==> config.mk <==
export PLATFORM = sky130hd
export DESIGN_NAME = e2q_prep
export DESIGN_NICKNAME = d
export VERILOG_FILES = /design/src/hw/rtl/e2q_pkg.sv /design/src/hw/rtl/e2q_prep.sv
export SDC_FILE = /design/constraint.sdc
export NUM_CORES = 2
export LEC_CHECK = 0
export BUFFER_PORTS_ARGS = -buffer_cell sky130_fd_sc_hd__buf_2
export CAP_MARGIN = 10
export CORE_ASPECT_RATIO = 1.5
export CORE_MARGIN = 2
export CORE_UTILIZATION = 32
export CTS_CLUSTER_DIAMETER = 40
export CTS_CLUSTER_SIZE = 16
export DETAILED_ROUTE_END_ITERATION = 7
export SETUP_SLACK_MARGIN = 0.3
export SLEW_MARGIN = 20
export SYNTH_ARGS = -nofsm -noshare
export SYNTH_HDL_FRONTEND = slang
export SYNTH_SLANG_ARGS = --single-unit
export TNS_END_PERCENT = 30
==> constraint.sdc <==
create_clock -name clock -period 30.3 [get_ports clock]
set_clock_uncertainty 0.1 [all_clocks]
set_input_delay 3.03 -clock clock [delete_from_list [all_inputs] [get_ports clock]]
set_output_delay 3.03 -clock clock [all_outputs]
set_load 0.02 [all_outputs]
==> src/hw/rtl/e2q_pkg.sv <==
// Types, constants and arithmetic helpers shared by the converter modules.
package e2q_pkg;

   localparam int ANG_W = 16;
   localparam int XY_W = 33;
   localparam int Z_W = 32;
   localparam int CS_W = 32;
   localparam int Q_W = 9;
   localparam int R_W = 6;
   localparam int ZQ_W = 23;
   localparam int ZR_W = 14;
   localparam int R_DEPTH = 45;

   localparam longint HalfPiQ30 = 64'd1686629713;
   localparam logic [30:0] HALF_PI_Q30 = 31'd1686629713;
   localparam logic signed [XY_W-1:0] CORDIC_GAIN = 33'sd652032874;
   localparam longint QuarterTurn = 64'd11520;
   localparam logic signed [16:0] QUARTER_TURN = 17'sd11520;
   localparam logic signed [16:0] HALF_TURN = 17'sd23040;
   localparam logic signed [16:0] FULL_TURN = 17'sd46080;
   localparam logic [14:0] RECIP_45 = 15'd23302;
   localparam logic [5:0] DIV_45 = 6'd45;
   localparam logic [14:0] QUARTER_CMP = 15'd11520;

   typedef struct packed {
      logic signed [XY_W-1:0] x;
      logic signed [XY_W-1:0] y;
      logic signed [Z_W-1:0]  z;
   } rot_type;

   typedef struct packed {
      rot_type [2:0] rot;
      logic [2:0]    flip;
   } lane_type;

   typedef logic [31:0] atan_arr_type [32];
   typedef logic [ZQ_W-1:0] zq_arr_type [R_DEPTH];
   typedef logic [ZR_W-1:0] zr_arr_type [R_DEPTH];

   localparam atan_arr_type ATAN_TABLE = '{
      32'h3243F6A8, 32'h1DAC6705, 32'h0FADBAFC, 32'h07F56EA6, 32'h03FEAB76, 32'h01FFD55B,
      32'h00FFFAAA, 32'h007FFF55, 32'h003FFFEA, 32'h001FFFFD, 32'h000FFFFF, 32'h0007FFFF,
      32'h0003FFFF, 32'h0001FFFF, 32'h0000FFFF, 32'h00007FFF, 32'h00003FFF, 32'h00001FFF,
      32'h00000FFF, 32'h000007FF, 32'h000003FF, 32'h000001FF, 32'h000000FF, 32'h0000007F,
      32'h0000003F, 32'h0000001F, 32'h0000000F, 32'h00000008, 32'h00000004, 32'h00000002,
      32'h00000001, 32'h00000000
   };

   function automatic zq_arr_type build_zq();
      zq_arr_type t;
      longint c;
      for (int r = 0; r < R_DEPTH; r++) begin
         c = longint'(r) * HalfPiQ30 + QuarterTurn / 2;
         t[r] = ZQ_W'(c / QuarterTurn);
      end
      return t;
   endfunction

   function automatic zr_arr_type build_zr();
      zr_arr_type t;
      longint c;
      for (int r = 0; r < R_DEPTH; r++) begin
         c = longint'(r) * HalfPiQ30 + QuarterTurn / 2;
         t[r] = ZR_W'(c % QuarterTurn);
      end
      return t;
   endfunction

   localparam zq_arr_type ZQ_TABLE = build_zq();
   localparam zr_arr_type ZR_TABLE = build_zr();

   function automatic logic signed [CS_W-1:0] mul30(input logic signed [CS_W-1:0] a,
                                                   input logic signed [CS_W-1:0] b);
      logic signed [63:0] p;
      p = 64'(a) * 64'(b) + 64'sd536870912;
      return CS_W'(p >>> 30);
   endfunction

endpackage

==> src/hw/rtl/e2q_prep.sv <==
// Angle wrap and conversion of the half angles to Q30 radians.
module e2q_prep
   import e2q_pkg::*;
(
   input  logic                   clock,
   input  logic                   reset,
   input  logic                   in_valid,
   output logic                   in_ready,
   input  logic [3*ANG_W-1:0]     in_data,
   output logic                   out_valid,
   input  logic                   out_ready,
   output lane_type               out_lane
);

   typedef struct packed {
      logic [Q_W-1:0] q;
      logic [R_W-1:0] r;
      logic           neg;
      logic           flip;
   } prep_type;

   prep_type [2:0] a_in, a_ff;
   logic           va_ff, vb_ff;
   logic           rdy_a, rdy_b;
   lane_type       b_in, b_ff;

   assign rdy_b = !vb_ff || out_ready;
   assign rdy_a = !va_ff || rdy_b;
   assign in_ready = rdy_a;
   assign out_valid = vb_ff;
   assign out_lane = b_ff;

   always_comb begin
      logic signed [16:0] t;
      logic [13:0]        mag;
      logic [28:0]        p;
      logic [13:0]        rem;
      for (int k = 0; k < 3; k++) begin
         t = 17'(signed'(in_data[k*ANG_W +: ANG_W]));
         a_in[k].flip = 1'b0;
         if (t > HALF_TURN) t = t - FULL_TURN;
         if (t < -HALF_TURN) t = t + FULL_TURN;
         if (t > QUARTER_TURN) begin
            t = t - HALF_TURN;
            a_in[k].flip = 1'b1;
         end
         if (t < -QUARTER_TURN) begin
            t = t + HALF_TURN;
            a_in[k].flip = 1'b1;
         end
         a_in[k].neg = t[16];
         mag = t[16] ? 14'(-t) : 14'(t);
         p = 29'(mag) * 29'(RECIP_45);
         a_in[k].q = p[28:20];
         rem = mag - 14'(a_in[k].q) * 14'(DIV_45);
         a_in[k].r = rem[R_W-1:0];
      end
   end

   always_comb begin
      logic [39:0]     qh;
      logic [14:0]     frac;
      logic [30:0]     zmag;
      for (int k = 0; k < 3; k++) begin
         qh = 40'(a_ff[k].q) * 40'(HALF_PI_Q30);
         frac = 15'(qh[7:0]) * 15'(DIV_45) + 15'(ZR_TABLE[a_ff[k].r]);
         zmag = qh[38:8] + 31'(ZQ_TABLE[a_ff[k].r]) + 31'(frac >= QUARTER_CMP);
         b_in.rot[k].x = CORDIC_GAIN;
         b_in.rot[k].y = '0;
         b_in.rot[k].z = a_ff[k].neg ? -Z_W'(zmag) : Z_W'(zmag);
         b_in.flip[k] = a_ff[k].flip;
      end
   end

   always_ff @(posedge clock) begin
      if (reset) begin
         va_ff <= 1'b0;
         vb_ff <= 1'b0;
      end else begin
         if (rdy_a) va_ff <= in_valid;
         if (rdy_b) vb_ff <= va_ff;
      end
   end

   always_ff @(posedge clock) begin
      if (rdy_a && in_valid) a_ff <= a_in;
      if (rdy_b && va_ff) b_ff <= b_in;
   end

endmodule

==> results_dict.tcl <==
set metrics [dict create \
    fin_area_mm2 0.0490 \
    die_w_um 315 \
    remaining_drc_errors 0 \
    fp.dieH_um 471 \
    drive_gt1_share_pct 6.14 \
    num_vias 36900 \
    cts.clk_slew.worst_paths_ns 0.09 \
    max_freq_ghz 0.0594 \
    grt_first_pass_wirelength_um 189000 \
    tightest_slew_ns 0.923 \
    synth_edf_count 150 \
    hold_class "reg -> reg" \
    grt_max_degree 93 \
    hold_viol 0 \
    finalSetupViolations 0 \
    drt-initial-drc-count 1799 \
    status "finished clean" \
    drv_cap 0 \
    crit_path_end_kind "flop" \
    period_share_pct 55.6 \
    post_synth_instance_area_mm2 0.0465 \
    start_util_pct 32.2 \
    rows 171 \
    firstDrtPassIters 5 \
    synth_seq_cells 152 \
    rsz0062_at_grt "false" \
    coreArea_mm2 0.144 \
    yosys_warnings 0 \
    postCtsSetupBuffers 0 \
    final_common_cell "ha_1" \
    gp_congestion 0.927 \
    final_cells 7349 \
    numCtsBuffers 17 \
    min_from "a_ff[34]" \
    cts_hold_buf 0 \
    routedWlPerCell_um 15.8 \
    cp_slowest_cell "a31oi_1" \
    insertion_delay_ns 0.55 \
    h-tree-depth 4 \
    mostFrequentLayoutCells "ha_1, inv_1, fa_1" \
    avgSynthCellArea_um2 8.64 \
    ys_top_cells_by_area "ha_1, fa_1, edfxtp_1" \
    cts_root_buf "clkbuf_16" \
    viasPerCell 5.03 \
    wirelength_um 116000 \
    r2r_start "a_ff[42]" \
    cts.repair.resized 0 \
    yosysTopAreaCell "ha_1" \
    cts_buffer_depth 2 \
    synth_cell_types 129 \
    ys_async_sr_fraction_pct 0 \
    hpwl_um 97400 \
    finalSetupTns_ns 0 \
    cp-startpoint "in_data[42]" \
    synth_top_area_share_pct 23.5 \
    relSlewSlack_pct 37.5 \
    first_global_vias 37200 \
    post-route-util_pct 34.0 \
    grt_overflow 0 \
    synth_cells 5376 \
    required_ns 30.51 \
    crit_fanout 12 \
    syn2layout_area_growth_pct 5.58 \
    dp_cells 7315 \
    clkSinkCount 152 \
    track_usage_pct 15.6 \
    placed_area_mm2 0.0485 \
    crit_type "in -> reg" \
    yosysSeqAreaShare_pct 9.78 \
    cts_tree "yes" \
    setup.worst_path.start_class "input port" \
    die_area_mm2 0.148 \
    fin_crit_ns 16.85 \
    finalMaxSlewViolations 0 \
    synth_ff_type "edfxtp_1" \
    antenna_found_initial 4 \
    port-buffer-count 152 \
    io_pins 351 \
    cpPeakStageDelay_ns 0.73 \
    arrival_ns 17.06 \
    ant_nets 0 \
    layout.nets 6730 \
]
[final cells by class]
| class | instances | area (um^2) |
|---|---|---|
| antenna | 2 | 5.00 |
| clock buffer | 17 | 425 |
| clock inverter | 15 | 135 |
| fill | 15100 | 95400 |
| inverter | 769 | 2890 |
| multi-input combinational | 4318 | 37800 |
| sequential | 152 | 4540 |
| tap | 1903 | 2380 |
| timing repair buffer | 173 | 918 |
[registers in the layout (all words and copies together) (netlist names)]
register,count
a_ff,51
out_lane,99
va_ff,1
out_valid,1
[critical path: cells and delay by family]
| family | cells | cell delay [ns] |
|---|---|---|
| AO/OA/AOI/OAI | 18 | 4.70 |
| XOR/XNOR | 10 | 2.15 |
| adder cells (fa/ha/maj) | 14 | 4.78 |
| buffers and inverters | 5 | 0.62 |
| AND/OR/NAND/NOR | 12 | 1.71 |
[logic make-up after synthesis]
group                    synth area share (%)
AO/OA/AOI/OAI                            18.4
XOR/XNOR                                 8.48
adder cells (fa/ha/maj)                  39.6
buffers and inverters                    10.6
flip-flops                               9.78
multiplexers                            0.988
other                                  0.0162
AND/OR/NAND/NOR                          12.1
[Yosys cell counts, types with 11 or more instances]
library cell and count:
nand4_1 17, o22ai_1 21, nand3_1 76, a2111oi_0 12, nor2b_1 71, o21bai_1 48, buf_1 23, a221oi_1 11
or2_2 27, o31a_1 11, nor4_1 21, mux2i_1 18, a21o_1 131, a31oi_1 46, a21boi_0 13, ha_1 874
inv_1 761, and2_1 30, nor3_1 81, edfxtp_1 150, or4_1 16, xor2_1 107, o31ai_1 46, nand3b_1 13
nand2_1 275, o21ai_0 261, o21a_1 55, a211oi_1 65, a211o_1 16, xnor2_1 314, nor2_1 289, nor3b_1 13
a21oi_1 327, or3_1 35, buf_4 200, and3_1 20, o211ai_1 43, nand2b_1 71, fa_1 373, o311ai_0 16
clkbuf_1 96, buf_2 14
[routing by layer]
layer | wire (um) | share of wire (%) | vias up | GRT usage, %
met4 | 4130 | 3.6 | 0 | 6.59
met5 | 0 | 0 | - | 0
met1 | 47800 | 41 | 17600 | 17.6
met3 | 2970 | 2.6 | 174 | 1.26
met2 | 60900 | 53 | 720 | 29.6
li1 | - | - | 18400 | -
[path summary, 6_finish.rpt]
check	slack (ns)	end	cells past startpoint
worst min register to register	0.34	out_lane[2]	0
worst max-delay path	13.45	a_ff[41]	59
worst min-delay path	0.34	out_lane[2]	0
worst max register to register	18.55	out_lane[230]	38
[through the flow]
step / hold WS (ns) / setup slack [ns]
2_1_floorplan: 0.300 / 15.05
3_3_place_gp: 0.309 / 13.14
3_5_place_dp: 0.311 / 12.96
4_1_cts: 0.348 / 13.58
5_1_grt: 0.356 / 12.46
6_report: 0.340 / 13.45
Power is not shown: default switching activity piles up to over one toggle a cycle in this logic, so the estimate is an artifact.
