### config.mk
export PLATFORM = sky130hd
export DESIGN_NAME = e2q_cell
export DESIGN_NICKNAME = d
export VERILOG_FILES = /design/src/hw/rtl/e2q_pkg.sv /design/src/hw/rtl/e2q_cell.sv
export SDC_FILE = /design/constraint.sdc
export NUM_CORES = 1
export LEC_CHECK = 0
export BUFFER_PORTS_ARGS = -buffer_cell sky130_fd_sc_hd__buf_2
export CAP_MARGIN = 20
export CORE_MARGIN = 3
export CORE_UTILIZATION = 40
export DETAILED_ROUTE_END_ITERATION = 8
export GPL_TIMING_DRIVEN = 0
export PLACE_DENSITY = 0.75
export SKIP_CTS_REPAIR_TIMING = 1
export SLEW_MARGIN = 20
export SYNTH_ARGS = -nofsm -noshare
export SYNTH_HDL_FRONTEND = slang
export SYNTH_SLANG_ARGS = --single-unit
export TNS_END_PERCENT = 1
### constraint.sdc
create_clock -name clock -period 7.23 [get_ports clock]
set_input_delay 0 -clock clock [delete_from_list [all_inputs] [get_ports clock]]
set_output_delay 0 -clock clock [all_outputs]
set_load 0.01 [all_outputs]
### src/hw/rtl/e2q_pkg.sv
// Types, constants and arithmetic helpers shared by the converter modules.
package e2q_pkg;

   localparam int ANG_W = 16;
   localparam int XY_W = 33;
   localparam int Z_W = 32;
   localparam int CS_W = 32;
   localparam int Q_W = 9;
   localparam int R_W = 6;
   localparam int ZQ_W = 23;
   localparam int ZR_W = 14;
   localparam int R_DEPTH = 45;

   localparam longint HalfPiQ30 = 64'd1686629713;
   localparam logic [30:0] HALF_PI_Q30 = 31'd1686629713;
   localparam logic signed [XY_W-1:0] CORDIC_GAIN = 33'sd652032874;
   localparam longint QuarterTurn = 64'd11520;
   localparam logic signed [16:0] QUARTER_TURN = 17'sd11520;
   localparam logic signed [16:0] HALF_TURN = 17'sd23040;
   localparam logic signed [16:0] FULL_TURN = 17'sd46080;
   localparam logic [14:0] RECIP_45 = 15'd23302;
   localparam logic [5:0] DIV_45 = 6'd45;
   localparam logic [14:0] QUARTER_CMP = 15'd11520;

   typedef struct packed {
      logic signed [XY_W-1:0] x;
      logic signed [XY_W-1:0] y;
      logic signed [Z_W-1:0]  z;
   } rot_type;

   typedef struct packed {
      rot_type [2:0] rot;
      logic [2:0]    flip;
   } lane_type;

   typedef logic [31:0] atan_arr_type [32];
   typedef logic [ZQ_W-1:0] zq_arr_type [R_DEPTH];
   typedef logic [ZR_W-1:0] zr_arr_type [R_DEPTH];

   localparam atan_arr_type ATAN_TABLE = '{
      32'h3243F6A8, 32'h1DAC6705, 32'h0FADBAFC, 32'h07F56EA6, 32'h03FEAB76, 32'h01FFD55B,
      32'h00FFFAAA, 32'h007FFF55, 32'h003FFFEA, 32'h001FFFFD, 32'h000FFFFF, 32'h0007FFFF,
      32'h0003FFFF, 32'h0001FFFF, 32'h0000FFFF, 32'h00007FFF, 32'h00003FFF, 32'h00001FFF,
      32'h00000FFF, 32'h000007FF, 32'h000003FF, 32'h000001FF, 32'h000000FF, 32'h0000007F,
      32'h0000003F, 32'h0000001F, 32'h0000000F, 32'h00000008, 32'h00000004, 32'h00000002,
      32'h00000001, 32'h00000000
   };

   function automatic zq_arr_type build_zq();
      zq_arr_type t;
      longint c;
      for (int r = 0; r < R_DEPTH; r++) begin
         c = longint'(r) * HalfPiQ30 + QuarterTurn / 2;
         t[r] = ZQ_W'(c / QuarterTurn);
      end
      return t;
   endfunction

   function automatic zr_arr_type build_zr();
      zr_arr_type t;
      longint c;
      for (int r = 0; r < R_DEPTH; r++) begin
         c = longint'(r) * HalfPiQ30 + QuarterTurn / 2;
         t[r] = ZR_W'(c % QuarterTurn);
      end
      return t;
   endfunction

   localparam zq_arr_type ZQ_TABLE = build_zq();
   localparam zr_arr_type ZR_TABLE = build_zr();

   function automatic logic signed [CS_W-1:0] mul30(input logic signed [CS_W-1:0] a,
                                                   input logic signed [CS_W-1:0] b);
      logic signed [63:0] p;
      p = 64'(a) * 64'(b) + 64'sd536870912;
      return CS_W'(p >>> 30);
   endfunction

endpackage

### src/hw/rtl/e2q_cell.sv
// One CORDIC rotation step applied to all three angles.
module e2q_cell
   import e2q_pkg::*;
#(
   parameter int STEP = 0
)
(
   input  logic     clock,
   input  logic     reset,
   input  logic     in_valid,
   output logic     in_ready,
   input  lane_type in_lane,
   output logic     out_valid,
   input  logic     out_ready,
   output lane_type out_lane
);

   localparam logic signed [Z_W-1:0] ATAN_STEP = Z_W'(signed'(ATAN_TABLE[STEP]));

   logic     valid_ff;
   lane_type lane_in, lane_ff;

   assign in_ready = !valid_ff || out_ready;
   assign out_valid = valid_ff;
   assign out_lane = lane_ff;

   always_comb begin
      logic signed [XY_W-1:0] dx, dy;
      lane_in.flip = in_lane.flip;
      for (int k = 0; k < 3; k++) begin
         dx = in_lane.rot[k].y >>> STEP;
         dy = in_lane.rot[k].x >>> STEP;
         if (!in_lane.rot[k].z[Z_W-1]) begin
            lane_in.rot[k].x = in_lane.rot[k].x - dx;
            lane_in.rot[k].y = in_lane.rot[k].y + dy;
            lane_in.rot[k].z = in_lane.rot[k].z - ATAN_STEP;
         end else begin
            lane_in.rot[k].x = in_lane.rot[k].x + dx;
            lane_in.rot[k].y = in_lane.rot[k].y - dy;
            lane_in.rot[k].z = in_lane.rot[k].z + ATAN_STEP;
         end
      end
   end

   always_ff @(posedge clock) begin
      if (reset) begin
         valid_ff <= 1'b0;
      end else if (in_ready) begin
         valid_ff <= in_valid;
      end
   end

   always_ff @(posedge clock) begin
      if (in_ready && in_valid) lane_ff <= lane_in;
   end

endmodule

==> results by group <==
Setup path
  • CP Capture Type: flop
  • R2R depth: 5
  • R2R setup slack: 5210 ps
  • R2r endpoint: out_lane[247]$_DFFE_PP_
  • Worst-path maximum fanout: 23
  • WP data required: 7540 ps
  • Reg2Reg Launch Point: out_valid$_SDFFE_PP0N_
  • CP startpoint kind: input pin
  • Critical path launch point: in_lane[230]
  • CP arrival: 5170 ps
  • Critical setup path kind: in2reg
  • Crit path capture: out_lane[227]$_DFFE_PP_

STA
  • Final Setup Violations: 0
  • Final hold vios: 9
  • Slew headroom: 22.1%
  • Fin Hold WS: -15.7 ps
  • Least-Margin Pin Slew: 1140 ps
  • Setup_tns: 0 ps
  • Pins Over Slew Limit: 0
  • Fin crit share: 67.2%
  • Final min period: 4860 ps
  • Fmax: 206 MHz
  • Worst Clk Skew: 28.4 ps
  • RSZ-0062 raised after global routing: false

Synth
  • Seq/Total Area, Yosys: 30.6%
  • Syn Std Cell Area: 28,900 µm²
  • Synth Instances: 3,339
  • Asr flop ratio synth: 0%
  • Post-synth top area share: 30.5%
  • Most numerous cell in the Yosys netlist: a21oi_1
  • Synth warnings: 0
  • EDFF count, synth: 294
  • Synthesized flop and latch total: 295
  • Synthesized area per cell: 8.65 µm²
  • Syn_nets: 4,021
  • Netlist cell types: 88
  • Synth top area cells: edfxtp_1 (31%), ha_1 (16%), a21oi_1 (6.9%), xnor2_1 (6.4%), inv_1 (4.0%)
  • Primary FF master, synth: edfxtp_1
  • Area leader, netlist: edfxtp_1
  • Synth cell count leaders: a21oi_1 (401), ha_1 (369), inv_1 (311)

Die
  • Initial Utilization: 40.8%
  • Die H: 275 µm
  • Die Wd: 275 µm
  • Row cnt: 97
  • I/O pin cnt: 600
  • Core box area: 70,800 µm²
  • Die ar.: 75,500 µm²

Pwr
  • Logic pwr share: 38.2%
  • Power, Total: 6730 µW
  • Worst vdd ir: 0.000157 V
  • Sw Ratio: 37.4%
  • Internal power: 4210 µW
  • Switch Pwr: 2520 µW
  • Leak pwr: 0.0159 µW
  • Pwr per Cell Area: 191 nW/µm²
  • Flop pwr share: 34.0%
  • Clock Power Share: 27.8%

Clock tree
  • TritonCTS clock tree: yes
  • Clock sink count: 295
  • Root buf cell: clkbuf_16
  • Clock latency on the worst-skew pair: 580 ps
  • Clk buf depth: 3
  • H-Tree Depth: 2
  • Clk pin slew, worst setup/hold paths: 60 ps
  • Number of CTS-inserted buffers: 39

Route
  • Routed vias/inst: 5.73
  • Initial DRC Count: 2,840
  • DRT antenna net count: 0
  • DR vias: 28,949
  • DR WL/cell: 21.6 µm
  • Pre-antenna DRT Iters: 7
  • WL final: 109,000 µm
  • DRC Markers: 0

Final layout
  • Non-Filler Instances: 5,051
  • Final nets: 4,735
  • Fill count: 6,808
  • Share of cells above drive strength 1: 18.1%
  • Area growth syn-to-layout: 21.8%

Outcome
  • Failing checks: hold timing
  • Outcome: complete, but fails checks

Global routing
  • First-pass GRT wire length: 159,000 µm
  • Vias in the first global route: 27,334
  • Total gr overflow: 0
  • Largest net degree at the start of global routing: 59
  • Global Route Usage Sum: 27.0%
  • Initial antenna violation count: 28

Placed design
  • PortBufs: 599
  • Placed insts: 4,885
  • RD Place Congestion: 1.02
  • Hpwl dp: 86,800 µm

Run
  • Maxcap violations: 0

Worst hold path
  • Worst min-delay path class: in2reg
-- cells by family after synthesis --
logic type	share of synthesized area [%]
AO/OA/AOI/OAI	24.7
AND/OR/NAND/NOR	12.6
buffers and inverters	6.05
adder cells (fa/ha/maj)	16.8
flip-flops	30.6
XOR/XNOR	7.82
multiplexers	1.39
-- critical path, stage by stage --
cell and delay, ps:
buf_2 350, clkbuf_1 480, inv_1 240, clkbuf_2 520, ha_1 460, a21o_1 150, a21oi_1 330, o21ai_1 130
a41o_1 300, a211oi_1 360, a21oi_1 250, a31oi_1 610, o21bai_1 130, a21oi_1 190, xnor2_1 90, dlygate4sd3_1 560
-- power by group through the flow --
stage | combinational (µW) | clock [µW] | sequential (µW)
floorplan | 1440 | 0 | 2440
global placement | 2440 | 0 | 2340
detailed placement | 2470 | 0 | 2320
CTS | 2490 | 1910 | 2290
global route | 2780 | 1980 | 2310
finish | 2570 | 1870 | 2290
-- per-layer routing --
metal / vias to the layer above / part of all wire [%] / wire length, µm / GRT usage, %
met5: - / 0.065 / 71 / 0
met4: 10 / 4.7 / 5160 / 12.5
met3: 272 / 10 / 10900 / 6.16
met2: 1570 / 46 / 49800 / 43.9
met1: 13636 / 40 / 43200 / 34.1
li1: 13461 / - / - / -
-- worst min path at each step --
stage	endpoint	cells past startpoint	slack, ps	startpoint
2_1_floorplan	out_valid$_SDFFE_PP0N_	1	70	reset
3_3_place_gp	out_valid$_SDFFE_PP0N_	2	160	reset
3_5_place_dp	out_valid$_SDFFE_PP0N_	2	160	reset
4_1_cts	out_valid$_SDFFE_PP0N_	2	-440	reset
5_1_grt	out_lane[124]$_DFFE_PP_	3	5	in_lane[124]
6_report	out_lane[9]$_DFFE_PP_	4	-20	in_lane[9]
-- layout by cell type (no fill, tap or decap), types with 13 or more instances in the layout --
cell	netlist	routed
o21ai_1	27	27
mux2i_1	38	38
edfxtp_1	294	294
or3_1	17	17
nand2b_1	49	49
a21o_1	93	93
nand2_1	168	168
a221oi_1	16	16
a31o_2	13	13
buf_2	8	607
inv_1	311	311
clkbuf_16	0	40
nor4_1	15	15
nor2b_1	37	37
o21ai_0	194	194
o21bai_1	76	76
o21a_1	28	28
a21oi_1	401	401
o211ai_1	17	17
and2_1	15	14
ha_1	369	369
a211oi_1	43	43
dlygate4sd3_1	0	67
xor2_1	48	48
nand4_1	27	27
a31oi_1	35	35
and3_1	22	22
clkbuf_1	99	102
diode_2	0	28
o31ai_1	35	35
xnor2_1	210	210
nand3_1	45	45
nor3_1	61	61
buf_1	21	21
nor2_1	284	284
-- final cells by class --
cell class | instances | area [µm²] | share of cell area [%]
antenna | 28 | 70.1 | 0.199
buffer | 132 | 524 | 1.49
clock buffer | 46 | 1020 | 2.91
clock inverter | 25 | 179 | 0.508
inverter | 327 | 1230 | 3.49
multi-input combinational | 2585 | 18300 | 52.0
sequential | 295 | 8850 | 25.1
tap | 940 | 1180 | 3.34
timing repair buffer | 673 | 3840 | 10.9
-- stage by stage --
stage          cell area, µm²  setup WS (ps)  util, %
6_report                35200           2370     49.7
5_1_grt                 35200           2310     49.7
4_1_cts                 34500           2730     48.7
3_3_place_gp            33100           1060     46.7
2_1_floorplan           28900           2660        -
3_5_place_dp            33200           2130     47.0
-- flip-flops by register name, summed over array words and instances (netlist names) --
signal,cells
out_valid,1
out_lane,294
Note: power is estimated with default switching activity, not from simulation.
